## src/hw/rtl/crse_pkg.sv

```systemverilog
// ----------------------------------------------------------------------------
// crse_pkg: shared types and constants for the stroke extruder
// Coordinate, coefficient and accumulator widths, register indexes, the
// command passed from the front end to the sample engine, and saturation.
// ----------------------------------------------------------------------------
package crse_pkg;

	localparam int COORD_W   = 16;
	localparam int T_FRAC    = 16;
	localparam int STEP_W    = 17;
	localparam int THICK_W   = 12;
	localparam int COEF_W    = COORD_W + 4;
	localparam int ACC_W     = COEF_W + T_FRAC + 6;
	localparam int MAX_SEG   = 33;
	localparam int SEG_CNT_W = 6;
	localparam int KW        = 12;
	localparam int KBIT_W    = 4;
	localparam int MAG_W     = COORD_W + 1;
	localparam int L2_W      = 2 * MAG_W + 1;
	localparam int Q_W       = MAG_W + THICK_W;
	localparam int Q2_W      = 2 * Q_W;
	localparam int P_W       = 64;
	localparam int SAT_W     = 26;
	localparam int CFG_IDX_W = 8;
	localparam int DATA_W    = 4 * COORD_W;

	localparam logic [CFG_IDX_W-1:0] REG_STEP_SIZE = CFG_IDX_W'(0);
	localparam logic [CFG_IDX_W-1:0] REG_THICKNESS = CFG_IDX_W'(1);

	localparam logic [STEP_W-1:0]  STEP_RESET  = STEP_W'(6554);
	localparam logic [THICK_W-1:0] THICK_RESET = THICK_W'(16);
	localparam logic [THICK_W-1:0] THICK_MIN   = THICK_W'(16);

	typedef logic signed [COORD_W-1:0] coord_t;
	typedef logic signed [COEF_W-1:0]  coef_t;

	// One accepted point as seen by the sample engine; lane 0 is x, lane 1 is y.
	typedef struct packed {
		logic            seg;
		logic            last;
		coef_t [1:0]     ca;
		coef_t [1:0]     cb;
		coef_t [1:0]     cc;
		coef_t [1:0]     cd;
	} cmd_t;

	typedef struct packed {
		logic busy;
		logic pend_v;
	} back_stat_t;

	// Clamp a wide signed value to the coordinate range.
	function automatic coord_t sat_coord(input logic signed [SAT_W-1:0] v);
		logic signed [SAT_W-1:0] hi;
		logic signed [SAT_W-1:0] lo;
		hi = $signed({{(SAT_W-COORD_W+1){1'b0}}, {(COORD_W-1){1'b1}}});
		lo = $signed({{(SAT_W-COORD_W+1){1'b1}}, {(COORD_W-1){1'b0}}});
		if (v > hi) begin
			return {1'b0, {(COORD_W-1){1'b1}}};
		end else if (v < lo) begin
			return {1'b1, {(COORD_W-1){1'b0}}};
		end else begin
			return v[COORD_W-1:0];
		end
	endfunction

endpackage

```

## src/hw/rtl/crse_front.sv

```systemverilog
// ----------------------------------------------------------------------------
// crse_front: control point window and segment classification
// Keeps the last three points, decides whether a new point closes a segment
// and forms the cubic coefficients for both axes.
// ----------------------------------------------------------------------------
module crse_front import crse_pkg::*; (
	input  logic   clk,
	input  logic   arst_n,
	input  logic   in_valid,
	output logic   in_ready,
	input  coord_t px,
	input  coord_t py,
	input  logic   lastp,
	input  logic   step_nz,
	input  logic   q_full,
	output logic   q_push,
	output cmd_t   q_cmd
);

	coord_t     win_x_q [3];
	coord_t     win_y_q [3];
	logic [1:0] seen_q;
	coef_t      p0 [2];
	coef_t      p1 [2];
	coef_t      p2 [2];
	coef_t      p3 [2];

	assign in_ready = !q_full;
	assign q_push   = in_valid && in_ready;

	// Coefficients of the uniform Catmull-Rom cubic, times two.
	always_comb begin
		p0[0] = COEF_W'(win_x_q[0]);
		p1[0] = COEF_W'(win_x_q[1]);
		p2[0] = COEF_W'(win_x_q[2]);
		p3[0] = COEF_W'(px);
		p0[1] = COEF_W'(win_y_q[0]);
		p1[1] = COEF_W'(win_y_q[1]);
		p2[1] = COEF_W'(win_y_q[2]);
		p3[1] = COEF_W'(py);
		q_cmd.seg  = (seen_q == 2'd3) && step_nz;
		q_cmd.last = lastp;
		for (int l = 0; l < 2; l++) begin
			q_cmd.ca[l] = p1[l] <<< 1;
			q_cmd.cb[l] = p2[l] - p0[l];
			q_cmd.cc[l] = (p0[l] <<< 1) - ((p1[l] <<< 2) + p1[l]) + (p2[l] <<< 2) - p3[l];
			q_cmd.cd[l] = ((p1[l] <<< 1) + p1[l]) - ((p2[l] <<< 1) + p2[l]) + p3[l] - p0[l];
		end
	end

	// Window shift; the last point of a spline clears it.
	always_ff @(posedge clk or negedge arst_n) begin
		if (!arst_n) begin
			seen_q <= 2'd0;
			for (int i = 0; i < 3; i++) begin
				win_x_q[i] <= '0;
				win_y_q[i] <= '0;
			end
		end else if (q_push) begin
			if (lastp) begin
				seen_q <= 2'd0;
				for (int i = 0; i < 3; i++) begin
					win_x_q[i] <= '0;
					win_y_q[i] <= '0;
				end
			end else begin
				win_x_q[0] <= win_x_q[1];
				win_x_q[1] <= win_x_q[2];
				win_x_q[2] <= px;
				win_y_q[0] <= win_y_q[1];
				win_y_q[1] <= win_y_q[2];
				win_y_q[2] <= py;
				if (seen_q != 2'd3) begin
					seen_q <= seen_q + 2'd1;
				end
			end
		end
	end

endmodule

```

## config.mk

```make
export PLATFORM = sky130hd
export DESIGN_NAME = crse_front
export DESIGN_NICKNAME = d
export VERILOG_FILES = /design/src/hw/rtl/crse_pkg.sv /design/src/hw/rtl/crse_front.sv
export SDC_FILE = /design/constraint.sdc
export NUM_CORES = 1
export LEC_CHECK = 0
export BUFFER_PORTS_ARGS = -buffer_cell sky130_fd_sc_hd__buf_2
export CORE_MARGIN = 3
export CORE_UTILIZATION = 55
export CTS_BUF_LIST = sky130_fd_sc_hd__clkbuf_2
export CTS_CLUSTER_SIZE = 12
export DETAILED_ROUTE_END_ITERATION = 10
export PLACE_DENSITY_LB_ADDON = 0.15
export SLEW_MARGIN = 40
export SYNTH_ARGS = -nofsm -noshare
export SYNTH_HDL_FRONTEND = slang
export SYNTH_SLANG_ARGS = --single-unit
```

## constraint.sdc

```tcl
create_clock -name clk -period 4.15 [get_ports clk]
set_input_delay 0.2075 -clock clk [delete_from_list [all_inputs] [get_ports clk]]
set_output_delay 0.2075 -clock clk [all_outputs]
set_load 0.01 [all_outputs]
```

# Word level (Yosys, flattened, before mapping)

Cells that the tools add are included.

Memory bits (writable): 0
Register bits after elaboration: 98
Output and inout bits: 164
Input port bits: 38
Bits in latches: 0
Word-level logic and storage cells: 39
ROM bits: 0
Memories: 0

Multiplexer cells: 4
Multipliers: 0
Reduce and logical (&&, ||, !) cells: 5
Div/mod/pow operators: 0
Shift-type cells: 0
Add/subtract/negate cells: 21
Equal/unequal tests: 2
Magnitude comparators: 0
Bitwise gates (word level): 0

Operator list:

| cell                                                          | number |
|---|---|
| 48-bit two-way mux                                            | 2 |
| 20-bit by 16-bit subtractor with 20-bit output                | 4 |
| 17-bit by 16-bit adder with 18-bit output                     | 4 |
| 19-bit by 16-bit adder with 20-bit output                     | 2 |
| 20-bit by 18-bit adder with 20-bit output                     | 2 |
| 17-bit by 19-bit subtractor with 20-bit output                | 2 |
| 18-bit by 16-bit adder with 19-bit output                     | 2 |
| 18-bit by 18-bit subtractor with 19-bit output                | 2 |
| 16-bit by 16-bit subtractor with 17-bit output                | 2 |
| 2-bit two-way mux                                             | 2 |
| 2-bit by 1-bit adder with 2-bit output, second input constant | 1 |
| 2-bit == test, second input constant                          | 1 |
| 1-bit logical AND                                             | 2 |
| 2-bit inequality test, second input constant                  | 1 |
| 2-bit AND reduction                                           | 1 |
| 2-bit nonzero test                                            | 1 |
| 1-bit zero test                                               | 1 |

# Logic depth before layout (Yosys ltp)

Word-level depth: 4
Depth in mapped cells: 15
Gate-level depth less buffers: 14

# Least setup slack after synthesis

OpenSTA, ideal clock, no wires.

Kind: reg2out
Start point: register win_y_q, in the netlist p2[1]
End point: output port q_cmd[37] (netlist name)
Arrival: 3.760 ns
Cell stages (with the launch flop): 14
Setup slack: 0.182 ns
Buffers on the path: 0
Required time: 3.943 ns
Path through: dfrtp_1 > inv_1 > fa_1 > fa_1 > inv_1 > fa_1 > inv_1 > fa_1 > a211oi_1 > o21ba_1 > o21ai_0 > a21oi_1 > o21ai_0 > xor2_1

RTL lines:

| item               | RTL line         | RTL |
|---|---|---|
| start: declaration | crse_front.sv:21 | `coord_t win_y_q [3];` |
| end: declaration   | crse_front.sv:17 | `output cmd_t q_cmd` |

==> flow_metrics.py <==
metrics = {
    "placed_design": {
        "port-buffer-count": 199,
        "gp_congestion": 0.8678,
        "dp_hpwl_um": 29770,
        "post-place-ws_ps": -69.08,
    },
    "timing": {
        "finalCriticalPeriod_ps": 4868,
        "worst_pin_slew_ps": 821.9,
        "period_share": 1.173,
        "final_hold_viol_count": 0,
        "timing.setup.tns_ps": -25020,
        "fin_ws_ps": -718.0,
        "slew_headroom": 0.4521,
        "setup_viol": 59,
        "rsz0062_at_grt": "true",
        "max_freq_mhz": 205.4,
        "slew_viol_final": 0,
        "clock_skew_ps": 35.63,
    },
    "die": {
        "rows": 59,
        "core_sq_um": 26430,
        "die_w_um": 171.1,
        "io_pins": 202,
        "start_util": 0.5676,
        "dieArea_sq_um": 29290,
        "die_y_um": 171.1,
    },
    "setup_path": {
        "cp.required_ps": 3940,
        "startpoint_type": "flip-flop",
        "end_kind": "output port",
        "path_class": "flip-flop to output port",
        "arrival_ps": 4660,
        "rr_worst_depth": 4,
        "r2r_start": "seen_q[0]$_DFFE_PN0P_",
        "ff2ff_setup_slack_ps": 2910,
        "crit_start": "q_cmd[143]$_DFFE_PN0P_",
        "cp_max_fo": 3,
        "timing.rr.end": "seen_q[0]$_DFFE_PN0P_",
    },
    "clock_network": {
        "clock_latency_ps": 630,
        "cts_root_buf": "clkbuf_2",
        "clockBufferDepth": 2,
        "path_clk_slew_ps": 310,
        "clkSinkCount": 98,
        "cts_tree": "built",
        "cts_buffers": 9,
        "cts_max_level": 3,
    },
    "worst_hold_path": {
        "worst_hold_path_type": "input pin to asynchronous set/reset pin",
    },
    "logic_synthesis": {
        "avgSynthCellArea_sq_um": 8.976,
        "synthFlopType": "dfrtp_1",
        "synth-edff-count": 0,
        "synthMostInstantiatedCell": "inv_1",
        "yosysSeqAreaShare": 0.1635,
        "ys_seq_elements": 98,
        "async_flop_share": 1.000,
        "syn_area_sq_um": 15000,
        "synth-warning-count": 0,
        "synth_cell_types": 69,
        "netlist_top_cells_area": "fa_1 31%, dfrtp_1 16%, inv_1 11%",
        "synth_largest_area_cell": "fa_1",
        "syn_inst": 1671,
        "synth.top_cell.area_share": 0.3070,
        "synth_common_cells": "424 x inv_1, 230 x fa_1, 150 x nand2_1, 123 x ha_1, 98 x dfrtp_1",
    },
    "global_routing": {
        "grt_max_degree": 98,
        "grt_pass1_vias": 13081,
        "antenna_found_initial": 0,
        "grt_use_total": 0.2701,
        "overflow": 0,
        "grt_pass1_wl_um": 63420,
    },
    "cells_and_area": {
        "drive_gt1_frac": 0.2905,
        "area_growth_pct": 26.41,
        "diodes": 0,
        "fin_nets": 2417,
    },
    "route": {
        "antenna_left": 0,
        "drc": 0,
        "wl_per_cell_um": 16.46,
        "viasPerCell": 5.378,
        "drt_iter0_markers": 723,
        "wl_um": 38950,
        "firstDrtPassIters": 5,
        "num_vias": 12724,
    },
    "power": {
        "p_int_mw": 8.795,
        "ir_drop_v": 0.0009778,
        "p_switching_mw": 9.039,
        "power.share.clock": 0.028,
        "power_frac_comb": 0.908,
        "power_mw": 17.83,
        "p_leak_nw": 9.442,
        "pwr-share-seq": 0.063,
        "power_switching_share": 0.5068,
        "power_density_nw_per_um2": 940.6,
    },
    "outcome": {
        "outcome": "complete, but fails checks",
        "failed_checks": "negative setup slack",
    },
    "flow_run": {
        "max-cap-violations": 0,
    },
}
-- logic make-up after synthesis --
logic type      after synthesis  synth area share
simple gates                290           0.08684
other cells                   1         0.0002500
fa+ha+maj                   353            0.4096
compound gates              361            0.1649
buf+inv                     482            0.1246
xor+xnor                     85           0.04963
flops                        98            0.1635
mux                           1         0.0006674
-- state kept, by name, summed over array words and instances (netlist names) --
register  cells
seen_q        2
p2           32
q_cmd        32
p0           32
-- area by class of cell --
type | instances | area, sq um
multi-input cells | 1092 | 11600
fillers | 2099 | 7467
repair buffers | 400 | 2753
flip-flops and latches | 98 | 2471
inverters | 425 | 1600
well taps | 335 | 419.2
clock inverters | 7 | 68.82
clock buffers | 9 | 45.04
-- power by group through the flow --
stage,Sequential (mW),Combinational (mW),Clock (mW)
after floorplan,1.15,8.34,0
after global placement,1.15,12.6,0
after detailed placement,1.15,12.8,0
after CTS,1.13,15.1,0.519
after global routing,1.14,17.8,0.559
final,1.13,16.2,0.508
-- placed cells by master, fill, tap and decap left out, types with 15 or more instances in the layout --
cell / netlist / final
inv_1: 424 / 374
fa_1: 230 / 223
buf_2: 3 / 194
nand2_1: 150 / 140
buf_4: 15 / 134
ha_1: 123 / 96
o31ai_1: 94 / 93
dfrtp_1: 98 / 83
a21oi_1: 69 / 51
inv_2: 0 / 48
nor2_1: 49 / 46
xnor2_1: 55 / 43
buf_6: 0 / 40
a21o_1: 38 / 38
o21ai_0: 44 / 34
dlygate4sd3_1: 0 / 31
xor2_1: 30 / 29
ha_4: 0 / 18
a21oi_2: 3 / 16
dfrtp_2: 0 / 15
-- through the flow --
stage | util | area, sq um | instances | hold slack (ps)
2_1_floorplan | - | 15000 | 1672 | -88.09
3_5_place_dp | 0.6343 | 16760 | 2228 | 341.0
3_3_place_gp | 0.6338 | 16750 | 2228 | 331.1
4_1_cts | 0.6992 | 18480 | 2342 | 61.02
5_1_grt | 0.7175 | 18960 | 2366 | 12.33
6_report | 0.7175 | 18960 | 2366 | 58.97
-- worst max-delay path, stage by stage (launching register included) --
cell and delay (ps):
dfrtp_2 500, buf_6 130, inv_4 40, fa_1 420
fa_1 530, inv_1 50, fa_1 490, inv_2 50
ha_4 220, nor2b_4 120, o31a_1 260, o31a_1 290
a211oi_2 280, buf_4 210, a21bo_1 140, xnor2_1 120
buf_2 150
-- what timing repair did --
action / in CTS / in global routing
pin swaps: 104 / 95
resized for setup: 203 / 80
setup buffers: 70 / 32
endpoints found under the setup margin: 61 / 64
hold buffers: 31 / 0
endpoints found under the hold margin: 87 / 0
-- worst max path at each step --
stage / cells past startpoint / end / slack, ps
after floorplan: 13 / q_cmd[37] / 180
after global placement: 16 / q_cmd[59] / 3
after detailed placement: 14 / q_cmd[37] / -70
after CTS: 14 / q_cmd[76] / -740
after global routing: 15 / q_cmd[18] / -930
final: 16 / q_cmd[78] / -720
-- routing by layer --
metal  global-route usage  share of wire
met3              0.04459          0.052
met1               0.3678           0.43
met5                    0              0
met2               0.4631           0.50
met4              0.05143          0.018
(Power assumes the default switching activity.)
