$ cat config.mk
export PLATFORM = sky130hd
export DESIGN_NAME = crse_cmdq
export DESIGN_NICKNAME = d
export VERILOG_FILES = /design/src/hw/rtl/crse_pkg.sv /design/src/hw/rtl/crse_cmdq.sv
export SDC_FILE = /design/constraint.sdc
export NUM_CORES = 1
export LEC_CHECK = 0
export BUFFER_PORTS_ARGS = -buffer_cell sky130_fd_sc_hd__buf_2
export CORE_MARGIN = 5
export CORE_UTILIZATION = 58
export CTS_BUF_LIST = sky130_fd_sc_hd__clkbuf_8
export CTS_CLUSTER_DIAMETER = 40
export DETAILED_ROUTE_END_ITERATION = 12
export GPL_ROUTABILITY_DRIVEN = 0
export PLACE_DENSITY = 0.95
export SLEW_MARGIN = 5
export SYNTH_ARGS = -nofsm -noshare
export SYNTH_HDL_FRONTEND = slang
export SYNTH_SLANG_ARGS = --single-unit
export TNS_END_PERCENT = 100
$ cat constraint.sdc
create_clock -name clk -period 15.05 [get_ports clk]
set_clock_uncertainty 0.1 [all_clocks]
set_input_delay 3.01 -clock clk [delete_from_list [all_inputs] [get_ports clk]]
set_output_delay 3.01 -clock clk [all_outputs]
set_load 0.1 [all_outputs]
$ cat src/hw/rtl/crse_pkg.sv
// ----------------------------------------------------------------------------
// crse_pkg: shared types and constants for the stroke extruder
// Coordinate, coefficient and accumulator widths, register indexes, the
// command passed from the front end to the sample engine, and saturation.
// ----------------------------------------------------------------------------
package crse_pkg;

	localparam int COORD_W   = 16;
	localparam int T_FRAC    = 16;
	localparam int STEP_W    = 17;
	localparam int THICK_W   = 12;
	localparam int COEF_W    = COORD_W + 4;
	localparam int ACC_W     = COEF_W + T_FRAC + 6;
	localparam int MAX_SEG   = 33;
	localparam int SEG_CNT_W = 6;
	localparam int KW        = 12;
	localparam int KBIT_W    = 4;
	localparam int MAG_W     = COORD_W + 1;
	localparam int L2_W      = 2 * MAG_W + 1;
	localparam int Q_W       = MAG_W + THICK_W;
	localparam int Q2_W      = 2 * Q_W;
	localparam int P_W       = 64;
	localparam int SAT_W     = 26;
	localparam int CFG_IDX_W = 8;
	localparam int DATA_W    = 4 * COORD_W;

	localparam logic [CFG_IDX_W-1:0] REG_STEP_SIZE = CFG_IDX_W'(0);
	localparam logic [CFG_IDX_W-1:0] REG_THICKNESS = CFG_IDX_W'(1);

	localparam logic [STEP_W-1:0]  STEP_RESET  = STEP_W'(6554);
	localparam logic [THICK_W-1:0] THICK_RESET = THICK_W'(16);
	localparam logic [THICK_W-1:0] THICK_MIN   = THICK_W'(16);

	typedef logic signed [COORD_W-1:0] coord_t;
	typedef logic signed [COEF_W-1:0]  coef_t;

	// One accepted point as seen by the sample engine; lane 0 is x, lane 1 is y.
	typedef struct packed {
		logic            seg;
		logic            last;
		coef_t [1:0]     ca;
		coef_t [1:0]     cb;
		coef_t [1:0]     cc;
		coef_t [1:0]     cd;
	} cmd_t;

	typedef struct packed {
		logic busy;
		logic pend_v;
	} back_stat_t;

	// Clamp a wide signed value to the coordinate range.
	function automatic coord_t sat_coord(input logic signed [SAT_W-1:0] v);
		logic signed [SAT_W-1:0] hi;
		logic signed [SAT_W-1:0] lo;
		hi = $signed({{(SAT_W-COORD_W+1){1'b0}}, {(COORD_W-1){1'b1}}});
		lo = $signed({{(SAT_W-COORD_W+1){1'b1}}, {(COORD_W-1){1'b0}}});
		if (v > hi) begin
			return {1'b0, {(COORD_W-1){1'b1}}};
		end else if (v < lo) begin
			return {1'b1, {(COORD_W-1){1'b0}}};
		end else begin
			return v[COORD_W-1:0];
		end
	endfunction

endpackage

$ cat src/hw/rtl/crse_cmdq.sv
// ----------------------------------------------------------------------------
// crse_cmdq: two-entry command queue
// Decouples the point front end from the sample engine.
// ----------------------------------------------------------------------------
module crse_cmdq import crse_pkg::*; (
	input  logic clk,
	input  logic arst_n,
	input  logic push,
	input  cmd_t wr_cmd,
	input  logic pop,
	output cmd_t rd_cmd,
	output logic full,
	output logic empty
);

	cmd_t       mem_q [2];
	logic       wp_q;
	logic       rp_q;
	logic [1:0] cnt_q;

	assign full   = (cnt_q == 2'd2);
	assign empty  = (cnt_q == 2'd0);
	assign rd_cmd = mem_q[rp_q];

	// Entry storage.
	always_ff @(posedge clk) begin
		if (push) begin
			mem_q[wp_q] <= wr_cmd;
		end
	end

	// Pointers and fill count.
	always_ff @(posedge clk or negedge arst_n) begin
		if (!arst_n) begin
			wp_q  <= 1'b0;
			rp_q  <= 1'b0;
			cnt_q <= 2'd0;
		end else begin
			if (push) begin
				wp_q <= !wp_q;
			end
			if (pop) begin
				rp_q <= !rp_q;
			end
			cnt_q <= cnt_q + {1'b0, push} - {1'b0, pop};
		end
	end

endmodule

---- Word-level counts from Yosys, hierarchy flattened ----
Memory sizes are Yosys's and may differ from the RTL's.
Index checks and enable logic that the tools add are counted.
cells by class
  $add $sub $neg .......................... 2
  multipliers ............................. 0
  div/mod/pow operators ................... 0
  order comparisons ....................... 0
  eq/ne operators ......................... 1
  shift-type cells ........................ 0
  muxes and demuxes ....................... 2
  bitwise operators ....................... 0
  reduce and logical (&&, ||, !) cells .... 3
operator list
  cell                  count
  $add A2 B1 Y2         1
  $eq A2 B2 Y1 const B  1
  $logic_not A1 Y1      2
  $logic_not A2 Y1      1
  $mux W1               2
  $sub A2 B1 Y2         1
storage, ports and cells
  register bits ........................... 4
  bits in latches ......................... 0
  bits in writable memories ............... 324
  memory bits (read-only) ................. 0
  bits of input ports ..................... 166
  memories kept ........................... 1
memory list
  name   words  bits a word  rd ports  clocked after Yosys merged registers in  write ports  RTL line         RTL
  mem_q  2      162          1         0                                        1            crse_cmdq.sv:16  cmd_t mem_q [2];

---- Depth between registers and ports, before layout ----
Gate-level depths: netlist of run 1.
  depth after elaboration ................. 2
  mapped depth ............................ 5
  mapped depth without buffers ............ 5

---- Worst setup path after synthesis of run 1 ----
No wires, ideal clock.
  path kind ............................... in2reg
  start point ............................. input push
  end point ............................... memory mem_q[0][0] (netlist name) (enable)
  data arrival time ....................... 10010 ps
  data required time ...................... 14245 ps
  path slack .............................. 4234 ps
  cell stages on the path ................. 1
  path buffers ............................ 0
  cells stage by stage .................... nor2b_1
on the way
  longest elaborated chain between the ends .. 2
ends and longest elaborated chain
  element                        RTL line         RTL
  start, declared                crse_cmdq.sv:8   input logic push,
  $mux W1                        crse_cmdq.sv:27  if (push) begin
  $mux W1 (not written as such)  crse_cmdq.sv:28  mem_q[wp_q] <= wr_cmd;
  end, declared                  crse_cmdq.sv:16
Every way passes these cells.

==> qor.yml, run 1 <==
global_routing:
  grt_antenna_before_repair: 2
  grt_max_degree: 78
  groute.layer.met2.usage_pct: 37.13
  global_route_wire_length_before_repair_mm: 37.54
  met3_usage_pct: 5.904
  grt_pass1_vias: 6783
  globalRoute.totalOverflow: 0
  grt_use_met1_pct: 23.04
  grt.busiest_layer: "met2"
  grtUsageTotal_pct: 20.53
route:
  route.vias.total: 6236
  routedWlPerCell_um: 21.01
  routed_wl_mm: 25.28
  post_dr_vias_cell: 5.184
  drt_first_pass_iters: 4
  drtIter0Drc: 349
  remaining_drc_errors: 0
  ant_nets: 0
die:
  dieWidth_um: 154.8
  die_area_um2: 23960
  placeableCoreArea_um2: 20820
  initial_core_utilization_pct: 58.39
  die-height_um: 154.8
  rows: 53
  ios: 330
yosys:
  synth.avg_cell_area_um2: 23.43
  synth_common_cells: "sky130_fd_sc_hd__edfxtp_1, sky130_fd_sc_hd__mux2_2, sky130_fd_sc_hd__mux2_4"
  synth_cell_types: 13
  synth_top_cell_by_area: "sky130_fd_sc_hd__edfxtp_1"
  synthesis.area_um2: 12160
  asyncSetResetFlopFracSynth_pct: 1.220
  yosysSeqAreaShare_pct: 80.84
  post-synth-top-count-cell: "sky130_fd_sc_hd__edfxtp_1"
  synth_nets: 687
  synth.area.top_cells: "sky130_fd_sc_hd__edfxtp_1, sky130_fd_sc_hd__mux2_4, sky130_fd_sc_hd__mux2_2"
  synth-seq-cells: 328
  postSynth.topFlopCell: "sky130_fd_sc_hd__edfxtp_1"
  synth_largest_type_area_fraction_pct: 80.02
  synthesis.yosys.warnings: 0
  synthCells: 519
  synth_edf_count: 324
cells_and_area:
  finish.net_count: 1056
  layout-area-overhead-vs-synth_pct: 23.01
  total_area_of_multi_input_combinational_cells_um2: 2186
  num-fill-cells: 1221
  post_layout_nonfiller_instances: 1203
  area.sequential_um2: 9833
  drive_gt1_share_pct: 60.91
sta:
  final.period_utilization_pct: 41.25
  maxSlewViolCount: 0
  worst-slew-pin-transition_ns: 1.034
  setup_viol_count_final: 0
  hold_viol_final: 0
  maxClockFrequency_ghz: 0.1611
  grt_setup_unrepaired: "false"
  fin_tns_setup_ns: 0
  slew-limit-headroom_pct: 31.04
  post-route-min-period_ns: 6.207
clocking:
  ctsHoldBuffers: 0
  cts-buffers-inserted: 50
  cts_resized: 0
  clock_insertion_delay_worst_skew_ns: 0.55
  bufs_on_longest_clock_path: 3
  htree_levels: 2
  numClockSinks: 328
  tritoncts_clock_tree: "built"
  clkSlewWorstSetupHoldPaths_ns: 0.06
  post_cts_buffers: 0
  clk_root_buffer_cell: "sky130_fd_sc_hd__clkbuf_8"
worst_setup_path:
  worstPathRequired_ns: 11.94
  timing.setup.critical_path_class: "reg2out"
  worst_setup_end_kind: "primary output"
  worstPathArrival_ns: 3.10
  path_max_fanout: 62
  worstSetupStartpointType: "register"
placed_design:
  portBuffers: 329
  place_hpwl_mm: 16.78
  place.detailed.instances: 1111
run_status:
  run_status: "finished, final reports clean"
worst_hold_path:
  hp-class: "reg2reg"
flow_run:
  maxCapViolCount: 0
## layout make-up
| type | instances | area share [%] |
|---|---|---|
| inverters | 2 | 0.05019 |
| well taps | 275 | 2.300 |
| multi-input cells | 171 | 14.61 |
| repair buffers | 335 | 11.31 |
| flip-flops and latches | 328 | 65.74 |
| diodes | 2 | 0.03346 |
| clock buffers | 53 | 4.877 |
| clock inverters | 37 | 1.071 |
## metrics by stage
| stage | util, % | setup slack (ns) | hold slack [ns] | cell area (um2) |
|---|---|---|---|---|
| after global routing | 71.82 | 8.697 | 0.4723 | 14950 |
| after floorplan | - | 4.234 | 0.3555 | 12160 |
| after CTS | 71.81 | 8.774 | 0.4506 | 14950 |
| after global placement | 67.53 | 9.405 | 0.4278 | 14060 |
| final | 71.83 | 8.843 | 0.4496 | 14960 |
| after detailed placement | 67.53 | 9.388 | 0.4409 | 14060 |
## sequential cells by signal, summed over array words and instances, names as in the netlist
register	cells
mem_q	324
cnt_q	2
wp_q	1
rp_q	1
## worst paths after layout
path	from	endpoint	slack (ns)	depth (start not counted)
max	rp_q$_DFFE_PN0P_	rd_cmd[146]	8.84	3
min	wp_q$_DFFE_PN0P_	wp_q$_DFFE_PN0P_	0.45	1
max reg2reg	wp_q$_DFFE_PN0P_	mem_q[0][148]$_DFFE_PP_	12.71	2
min reg2reg	wp_q$_DFFE_PN0P_	wp_q$_DFFE_PN0P_	0.45	1
max in group asynchronous	arst_n	rp_q$_DFFE_PN0P_	12.50	1
min in group asynchronous	arst_n	cnt_q[1]$_DFF_PN0_	2.17	1
## layout by cell type (no fill, tap or decap), drive strengths merged
master,synthesis,layout
inv,2,14
and2,1,1
ha,2,2
mux2,162,162
xor3,1,1
xor2,2,2
clkinv,0,22
edfxtp,324,324
buf,18,335
diode,0,2
clkinvlp,0,3
nor2b,2,2
nor2,1,1
clkbuf,0,53
dfrtp,4,4
## worst max-delay path, cell delays in order (launching register included)
cell	delay, ns
sky130_fd_sc_hd__dfrtp_4	0.89
sky130_fd_sc_hd__buf_4	0.86
sky130_fd_sc_hd__mux2_4	0.31
sky130_fd_sc_hd__buf_2	0.42
## routing by layer
metal / up-vias / share of wire (%)
met3: 46 / 9.0
met2: 302 / 55
met5: - / 0.028
met1: 3065 / 34
met4: 2 / 2.3
li1: 2821 / -
## cells by family (layout without fill, tap and decap cells)
family,Yosys count,count (layout),share of synthesized area (%)
xor+xnor,3,3,0.3396
simple gates,4,4,0.1852
fa+ha+maj,2,2,0.2058
buf+inv,20,427,1.266
mux,162,162,17.16
other cells,0,2,0
flops,328,328,80.84
Power of run 1 is not shown: default switching activity piles up to over one toggle a cycle in this logic, so the estimate is an artifact.
==> inputs of run 2 (changes only) <==
ABC_AREA = 1   (was unset)
CORE_UTILIZATION = 49   (was 58)
PLACE_DENSITY = 0.88   (was 0.95)
clock period = 5.4 ns   (was 15.05 ns; I/O delays follow)
==> run 2 against run 1 <==
Compared with the run above:
- register-to-register slack got worse by 9.7 ns
- non-clock buffer count is 2 higher
- worst hold slack lost 0.21 ns
- highest routed layer unchanged
==> qor.yml, run 2 <==
run_status:
  run_status: "finished, final reports clean"
clocking:
  bufs_on_longest_clock_path: 3
  clk_root_buffer_cell: "sky130_fd_sc_hd__clkbuf_8"
  clock_insertion_delay_worst_skew_ns: 0.53
  cts_resized: 0
  tritoncts_clock_tree: "built"
  numClockSinks: 328
  ctsHoldBuffers: 0
  htree_levels: 2
  clkSlewWorstSetupHoldPaths_ns: 0.06
  post_cts_buffers: 0
  cts-buffers-inserted: 51
global_routing:
  grt_max_degree: 133
  grt_antenna_before_repair: 7
  met3_usage_pct: 4.667
  grt_pass1_vias: 7888
  grt.busiest_layer: "met2"
  grtUsageTotal_pct: 17.24
  groute.layer.met2.usage_pct: 30.50
  grt_use_met1_pct: 19.24
  globalRoute.totalOverflow: 0
  global_route_wire_length_before_repair_mm: 39.54
yosys:
  postSynth.topFlopCell: "sky130_fd_sc_hd__edfxtp_1"
  yosysSeqAreaShare_pct: 77.87
  synthesis.area_um2: 12620
  synthCells: 871
  synth_edf_count: 324
  synth.avg_cell_area_um2: 14.49
  synth_top_cell_by_area: "sky130_fd_sc_hd__edfxtp_1"
  synth_common_cells: "sky130_fd_sc_hd__edfxtp_1, sky130_fd_sc_hd__inv_1, sky130_fd_sc_hd__nand2_1"
  synth_cell_types: 15
  synth-seq-cells: 328
  asyncSetResetFlopFracSynth_pct: 1.220
  post-synth-top-count-cell: "sky130_fd_sc_hd__edfxtp_1"
  synth_nets: 1039
  synth.area.top_cells: "sky130_fd_sc_hd__edfxtp_1, sky130_fd_sc_hd__o21ai_2, sky130_fd_sc_hd__inv_1"
  synth_largest_type_area_fraction_pct: 77.08
  synthesis.yosys.warnings: 0
cells_and_area:
  layout_top_registers: "mem_q x324, cnt_q x2"
  most_frequent_cells_in_the_layout: "sky130_fd_sc_hd__buf_2, sky130_fd_sc_hd__edfxtp_1, sky130_fd_sc_hd__inv_1"
  layout-area-overhead-vs-synth_pct: 21.61
  post_layout_nonfiller_instances: 1592
  final_area_um2: 15350
  largest_register_ffs: 324
  largest_register: "mem_q"
  finish.net_count: 1393
  drive_gt1_share_pct: 39.13
  layout_commonest_cell: "sky130_fd_sc_hd__buf_2"
sta:
  maxSlewViolCount: 0
  grt_setup_unrepaired: "false"
  maxClockFrequency_ghz: 0.2414
  post-route-min-period_ns: 4.142
  fin_tns_setup_ns: 0
  slew-limit-headroom_pct: 30.45
  worst-slew-pin-transition_ns: 1.043
  hold_viol_final: 0
  setup_viol_count_final: 0
  final.period_utilization_pct: 76.71
  fin_worst_hold_slack_ns: 0.2401
placed_design:
  place_hpwl_mm: 17.64
  portBuffers: 329
  place.detailed.instances: 1502
  detailed_place.area_um2: 14460
route:
  routedWlPerCell_um: 16.14
  post_dr_vias_cell: 4.795
  routed_wl_mm: 25.70
  remaining_drc_errors: 0
  drt_first_pass_iters: 4
  ant_nets: 0
  drtIter0Drc: 480
  route.vias.total: 7633
worst_setup_path:
  worstSetupStartpointType: "register"
  path_max_fanout: 81
  worstPathArrival_ns: 2.96
  worstPathRequired_ns: 4.22
  timing.setup.critical_path_class: "reg2out"
  worst_setup_end_kind: "primary output"
  reg2reg_setup_slack_ns: 3.06
die:
  ios: 330
  placeableCoreArea_um2: 25250
  die_area_um2: 29070
  rows: 58
  initial_core_utilization_pct: 49.98
  dieWidth_um: 170.5
  die-height_um: 170.5
worst_hold_path:
  hp-class: "in2async"
flow_run:
  maxCapViolCount: 0
run 2: changes by cell type in the layout (fill, tap and decap cells not counted), sizes merged, moves of 2 or more:
cell    before  now
buf        335  337
clkinv      22   17
inv         14  184
mux2       162    0
nand2        0  168
nor2         1    3
nor2b        2    0
o21ai        0  162
run 2: per-stage QoR:
stage	setup WS [ns]	utilization, %
after floorplan	0.5200	-
after global routing	0.9938	60.78
after CTS	1.159	60.76
after detailed placement	1.765	57.27
after global placement	1.886	57.27
final	1.258	60.78
run 2: path summary, 6_finish.rpt:
path,start,endpoint,depth (start not counted)
max,rp_q$_DFFE_PN0P_,rd_cmd[158],4
min,arst_n,cnt_q[0]$_DFF_PN0_,1
max reg2reg,wp_q$_DFFE_PN0P_,mem_q[1][49]$_DFFE_PP_,3
min reg2reg,wp_q$_DFFE_PN0P_,wp_q$_DFFE_PN0P_,1
max in group asynchronous,arst_n,rp_q$_DFFE_PN0P_,1
min in group clk,wp_q$_DFFE_PN0P_,wp_q$_DFFE_PN0P_,1
run 2: area by class of cell:
class | instances | area, um2
fill | 1882 | 9905
sequential | 328 | 9833
multi-input combinational | 338 | 1846
timing repair buffer | 337 | 1732
clock buffer | 52 | 715.7
inverter | 169 | 639.4
tap | 330 | 412.9
clock inverter | 36 | 166.4
antenna | 2 | 5.005
run 2: cells by family (layout without fill, tap and decap cells):
| family | count (synthesis) | after routing | share of synthesized area [%] |
|---|---|---|---|
| compound gates | 162 | 162 | 9.100 |
| flops | 328 | 328 | 77.87 |
| buf+inv | 205 | 594 | 7.563 |
| simple gates | 172 | 172 | 5.125 |
| xor+xnor | 2 | 2 | 0.1388 |
| other cells | 0 | 2 | 0 |
| fa+ha+maj | 2 | 2 | 0.1982 |
run 2: per-layer routing:
| layer | vias up | wire (um) | share of wire [%] |
|---|---|---|---|
| met5 | - | 56 | 0.22 |
| met4 | 10 | 1249 | 4.9 |
| met3 | 96 | 1986 | 7.7 |
| met2 | 290 | 13320 | 52 |
| met1 | 3540 | 9090 | 35 |
| li1 | 3697 | - | - |
run 2: critical path, cell delays in order (launching register included):
cell	delay, ns
sky130_fd_sc_hd__dfrtp_4	0.99
sky130_fd_sc_hd__buf_4	0.65
sky130_fd_sc_hd__nand2_1	0.12
sky130_fd_sc_hd__o21ai_0	0.12
sky130_fd_sc_hd__buf_2	0.46
Power of run 2 is left out for the same reason.
